File: config.mk
export PLATFORM = sky130hd
export DESIGN_NAME = qpht_ctrl
export DESIGN_NICKNAME = d
export VERILOG_FILES = /design/src/hdl/qpht_pkg.sv /design/src/hdl/qpht_ctrl.sv
export SDC_FILE = /design/constraint.sdc
export NUM_CORES = 1
export LEC_CHECK = 0
export ABC_AREA = 1
export BUFFER_PORTS_ARGS = -buffer_cell sky130_fd_sc_hd__buf_2
export CORE_AREA = 2 2 39 41
export CTS_BUF_LIST = sky130_fd_sc_hd__clkbuf_4
export DETAILED_ROUTE_END_ITERATION = 8
export DIE_AREA = 0 0 41 43
export PLACE_DENSITY = 0.55
export SKIP_LAST_GASP = 1
export SLEW_MARGIN = 0
export SYNTH_ARGS = -nofsm -noshare
export SYNTH_HDL_FRONTEND = slang
export SYNTH_SLANG_ARGS = --single-unit
File: constraint.sdc
create_clock -name i_clk -period 1.43 [get_ports i_clk]
set_clock_uncertainty 0.1 [all_clocks]
set_input_delay 0.286 -clock i_clk [delete_from_list [all_inputs] [get_ports i_clk]]
set_output_delay 0.286 -clock i_clk [all_outputs]
set_load 0.01 [all_outputs]
File: src/hdl/qpht_pkg.sv
// ----------------------------------------------------------------------------
// qpht_pkg: shared types and constants of the quadratic probe hash table
// Sizes, field widths, codes and the controller/datapath interface structs.
// ----------------------------------------------------------------------------
package qpht_pkg;

    // Table geometry. SLOTS must be a power of two: the probe index is the
    // low IDX_W bits of the key hash plus the probe offset, wrapping at SLOTS.
    localparam int SLOTS      = 1024;
    localparam int IDX_W      = $clog2(SLOTS);
    localparam int CNT_W      = $clog2(SLOTS + 1);
    localparam int VALUE_BITS = 32;

    // Port field widths.
    localparam int MODE_W    = 2;
    localparam int KEY_W     = 64;
    localparam int HASH_W    = 64;
    localparam int IN_VAL_W  = 32;
    localparam int STATUS_W  = 3;
    localparam int FOUND_W   = 32;
    localparam int OUT_CNT_W = 11;

    // Configuration registers.
    localparam int CFG_W     = 7;
    localparam int CFG_IDX_W = 1;
    localparam logic [CFG_IDX_W-1:0] CFG_LOAD_LIMIT  = 1'b0;
    localparam logic [CFG_IDX_W-1:0] CFG_PROBE_LIMIT = 1'b1;
    localparam logic [CFG_W-1:0] LOAD_LIMIT_RST  = 7'd70;
    localparam logic [CFG_W-1:0] PROBE_LIMIT_RST = 7'd10;
    localparam int LOAD_SCALE = 100;
    localparam int LOAD_W     = CNT_W + 7;

    // Probe step counter, wide enough for the largest probe limit.
    localparam int J_W = CFG_W;

    typedef enum logic [MODE_W-1:0] {
        MODE_INSERT = 2'd0,
        MODE_FIND   = 2'd1,
        MODE_DELETE = 2'd2,
        MODE_CLEAR  = 2'd3
    } t_mode;

    typedef enum logic [STATUS_W-1:0] {
        RES_INSERTED  = 3'd0,
        RES_REPLACED  = 3'd1,
        RES_FOUND     = 3'd2,
        RES_NOT_FOUND = 3'd3,
        RES_DELETED   = 3'd4,
        RES_FULL      = 3'd5,
        RES_CLEARED   = 3'd6
    } t_res;

    typedef enum logic [1:0] {
        SLOT_VACANT   = 2'd0,
        SLOT_OCCUPIED = 2'd1,
        SLOT_RELEASED = 2'd2
    } t_slot;

    typedef enum logic [2:0] {
        S_INIT,
        S_IDLE,
        S_START,
        S_PROBE,
        S_CLEAR,
        S_DONE
    } t_state;

    // Controller to datapath.
    typedef struct packed {
        logic latch;     // capture the request
        logic start;     // load check, first probe issue
        logic probe;     // evaluate returned slot, issue next or finish
        logic sweep;     // write one slot vacant per cycle
        logic clr_fin;   // last sweep cycle of a clear request
        logic out_load;  // move the result into the output register
    } t_dp_cmd;

    // Datapath to controller.
    typedef struct packed {
        logic is_clear;
        logic resolved;
        logic sweep_last;
    } t_dp_stat;

endpackage

File: src/hdl/qpht_ctrl.sv
// ----------------------------------------------------------------------------
// qpht_ctrl: request sequencer
// Walks each request through setup, probing or clearing, and result hand-off.
// ----------------------------------------------------------------------------
module qpht_ctrl
    import qpht_pkg::*;
(
    input  logic     i_clk,
    input  logic     i_rst_n,
    input  logic     i_in_valid,
    output logic     o_in_ready,
    input  logic     i_out_ready,
    output logic     o_out_valid,
    input  t_dp_stat i_stat,
    output t_dp_cmd  o_cmd
);

    t_state r_state;
    t_state n_state;
    logic   r_out_valid;
    logic   w_out_free;

    assign w_out_free = !r_out_valid || i_out_ready;

    always_comb begin
        n_state = r_state;
        case (r_state)
            S_INIT: begin
                if (i_stat.sweep_last) n_state = S_IDLE;
            end
            S_IDLE: begin
                if (i_in_valid) n_state = S_START;
            end
            S_START: begin
                if (i_stat.is_clear) n_state = S_CLEAR;
                else if (i_stat.resolved) n_state = S_DONE;
                else n_state = S_PROBE;
            end
            S_PROBE: begin
                if (i_stat.resolved) n_state = S_DONE;
            end
            S_CLEAR: begin
                if (i_stat.sweep_last) n_state = S_DONE;
            end
            S_DONE: begin
                if (w_out_free) n_state = S_IDLE;
            end
            default: n_state = S_INIT;
        endcase
    end

    always_comb begin
        o_cmd          = '0;
        o_in_ready     = 1'b0;
        case (r_state)
            S_INIT: begin
                o_cmd.sweep = 1'b1;
            end
            S_IDLE: begin
                o_in_ready  = 1'b1;
                o_cmd.latch = i_in_valid;
            end
            S_START: begin
                o_cmd.start = 1'b1;
            end
            S_PROBE: begin
                o_cmd.probe = 1'b1;
            end
            S_CLEAR: begin
                o_cmd.sweep   = 1'b1;
                o_cmd.clr_fin = i_stat.sweep_last;
            end
            S_DONE: begin
                o_cmd.out_load = w_out_free;
            end
            default: begin
                o_cmd = '0;
            end
        endcase
    end

    always_ff @(posedge i_clk) begin
        if (!i_rst_n) begin
            r_state     <= S_INIT;
            r_out_valid <= 1'b0;
        end else begin
            r_state <= n_state;
            if (o_cmd.out_load) begin
                r_out_valid <= 1'b1;
            end else if (i_out_ready) begin
                r_out_valid <= 1'b0;
            end
        end
    end

    assign o_out_valid = r_out_valid;

endmodule

==> results.json <==
{
  "fin_area_um2": 497,
  "peakVddDrop_uv": 706,
  "fill_cells": 153,
  "worstMarginPinSlew_ns": 0.210,
  "root_buffer": "clkbuf_4",
  "htreeDepth": 1,
  "antenna_found_initial": 0,
  "hold_class": "in -> reg",
  "grt_pass1_wl_um": 1200,
  "drt_iter0_drc": 9,
  "io_buffers": 14,
  "firstDrtPassIters": 4,
  "row_count": 14,
  "start_util": 0.252,
  "die_area_um2": 1760,
  "p_switching_mw": 0.479,
  "arrival_ns": 1.04,
  "synthToLayoutAreaGrowth_pct": 42.3,
  "post-route-period-util": 0.997,
  "power_mw": 0.985,
  "worstSkewPairLatency_ns": 0.24,
  "place.gp.congestion": 0.773,
  "utilization": 0.359,
  "core_area_um2": 1380,
  "grt_use_total": 0.0984,
  "path_clk_slew_ns": 0.04,
  "grt_pass1_vias": 313,
  "top_usage_layer": "met1",
  "synthCells": 59,
  "p_sw_frac": 0.486,
  "synth_top_area_frac": 0.229,
  "avgSynthCellArea_um2": 5.92,
  "synth_cell_types": 15,
  "wl_um": 741,
  "syn_area_um2": 349,
  "maxSlewViolCount": 0,
  "fin_setup_tns_ns": 0,
  "use_met2": 0.125,
  "path_class": "reg -> out",
  "leakagePower_nw": 0.265,
  "routed-via-count": 388,
  "min_period_ns": 1.43,
  "pre_cts_slack_ns": 0.0912,
  "cts_buffers": 3,
  "setup_ws_ns": 0.00436,
  "cts_tree": "yes",
  "chipWidth_um": 41,
  "grt_max_degree": 9,
  "avgRoutedWirePerCell_um": 8.05,
  "outcome": "finished clean",
  "synth_seq_cells": 4,
  "drt.antenna.violating_nets": 0,
  "critPathLaunchType": "flip-flop",
  "globalRouteMet1Util": 0.148,
  "seq_area_um2": 91.3,
  "met3_usage": 0.0314,
  "synth.area.top_cells": "dfxtp_1, nand2_1, nor2_1, nand2_2, inv_1",
  "cts_hold_buffers": 0,
  "clock_sinks": 4,
  "intPower_mw": 0.506,
  "overflow": 0,
  "dpl.hpwl_um": 611,
  "die_h_um": 43,
  "rsz0062_at_grt": "yes",
  "layout.nets": 85,
  "via_per_inst": 4.22,
  "fmax_ghz": 0.701,
  "cp_max_fo": 7,
  "multiInputGateArea_um2": 238,
  "syn-num-nets": 66,
  "power-per-cell-area_nw_per_um2": 1980,
  "required_ns": 1.04,
  "remaining_drc_errors": 0,
  "max_slew_margin": 0.859,
  "antennaDiodeCount": 0,
  "cts_max_path_buffers": 2,
  "pwr-share-comb": 0.572,
  "end_kind": "output pin",
  "synth_area_leader_cell": "dfxtp_1",
  "synth-seq-area-share": 0.229,
  "num_io_pins": 15,
  "finalHoldViolCount": 0,
  "cap_violations": 0,
  "p_clk_frac": 0.143,
  "dpl_cell_area_um2": 434,
  "seqPwrFrac": 0.286,
  "yosys_warnings": 0,
  "drive_above_1_share": 0.539,
  "setup_viol": 0
}
## repair_timing
| item | in CTS | in global routing |
|---|---|---|
| setup buffers | 1 | 0 |
| pin swaps | 1 | 0 |
| setup endpoints to repair | 6 | 5 |
| gates resized for setup | 8 | 3 |
## sequential cells by signal, summed over array words and instances (netlist names)
| name | cells |
|---|---|
| r_state | 3 |
| o_out_valid | 1 |
## cells in the mapped netlist
cell,instances
o21ai_2,1
clkinv_1,1
dfxtp_1,4
a21oi_2,2
nand3_1,3
inv_1,7
nor2_2,3
nand2_1,13
inv_2,4
nand2_2,5
buf_2,1
a21oi_1,3
nand3_2,2
nor2_1,9
nor3_2,1
## cells by family (layout without fill, tap and decap cells)
logic type | after synthesis | after routing | share of synthesized area
and+or+nand+nor | 36 | 36 | 0.509
buffers and inverters | 13 | 30 | 0.143
AOI/OAI and AO/OA | 6 | 6 | 0.118
DFF | 4 | 4 | 0.229
## worst paths after layout
path                            from                       to  slack, ns  cells past startpoint
max          r_state[1]$_SDFFE_PN0P_                 o_cmd[4]      0.004                      3
min reg2reg  r_state[2]$_SDFFE_PN0P_  r_state[2]$_SDFFE_PN0P_       0.44                      2
min                          i_rst_n  r_state[1]$_SDFFE_PN0P_       0.17                      3
max reg2reg  r_state[0]$_SDFFE_PN0P_  r_state[1]$_SDFFE_PN0P_       0.14                      8
## through the flow
stage                     cells  hold slack [ns]
final                        92            0.173
after CTS                    92            0.173
after global routing         92            0.177
after detailed placement     88            0.427
after global placement       88            0.427
after floorplan              59            0.306
## layer usage
layer,up-vias,wire (um)
met1,160,371
met5,-,0
met2,13,299
met4,0,9
li1,212,-
met3,3,61
## cell type report
class                           count  area share
Multi-Input combinational cell     42       0.479
Sequential cell                     4       0.184
Timing Repair Buffer               15       0.156
Inverter                           12      0.0957
Clock buffer                        3      0.0453
Tap cell                           16      0.0403
## power by group through the flow
stage,registers [mW],clock network (mW),logic (mW)
after global routing,0.292,0.148,0.629
final,0.281,0.140,0.563
after floorplan,0.194,0,0.427
after global placement,0.235,0,0.507
after detailed placement,0.237,0,0.511
after CTS,0.277,0.144,0.561
## cells in the final DEF (no fill, tap or decap), drive strengths merged
master and instances:
a21oi 5, buf 15, clkbuf 3, clkinv 1, dfxtp 4, inv 11, nand2 18, nand3 5
nor2 12, nor3 1, o21ai 1
## worst max-delay path, cell delays in order (launching register included)
cell     delay [ns]
dfxtp_4        0.40
inv_4          0.06
nor3_2         0.17
buf_2          0.17
Note: power is estimated with default switching activity, not from simulation.
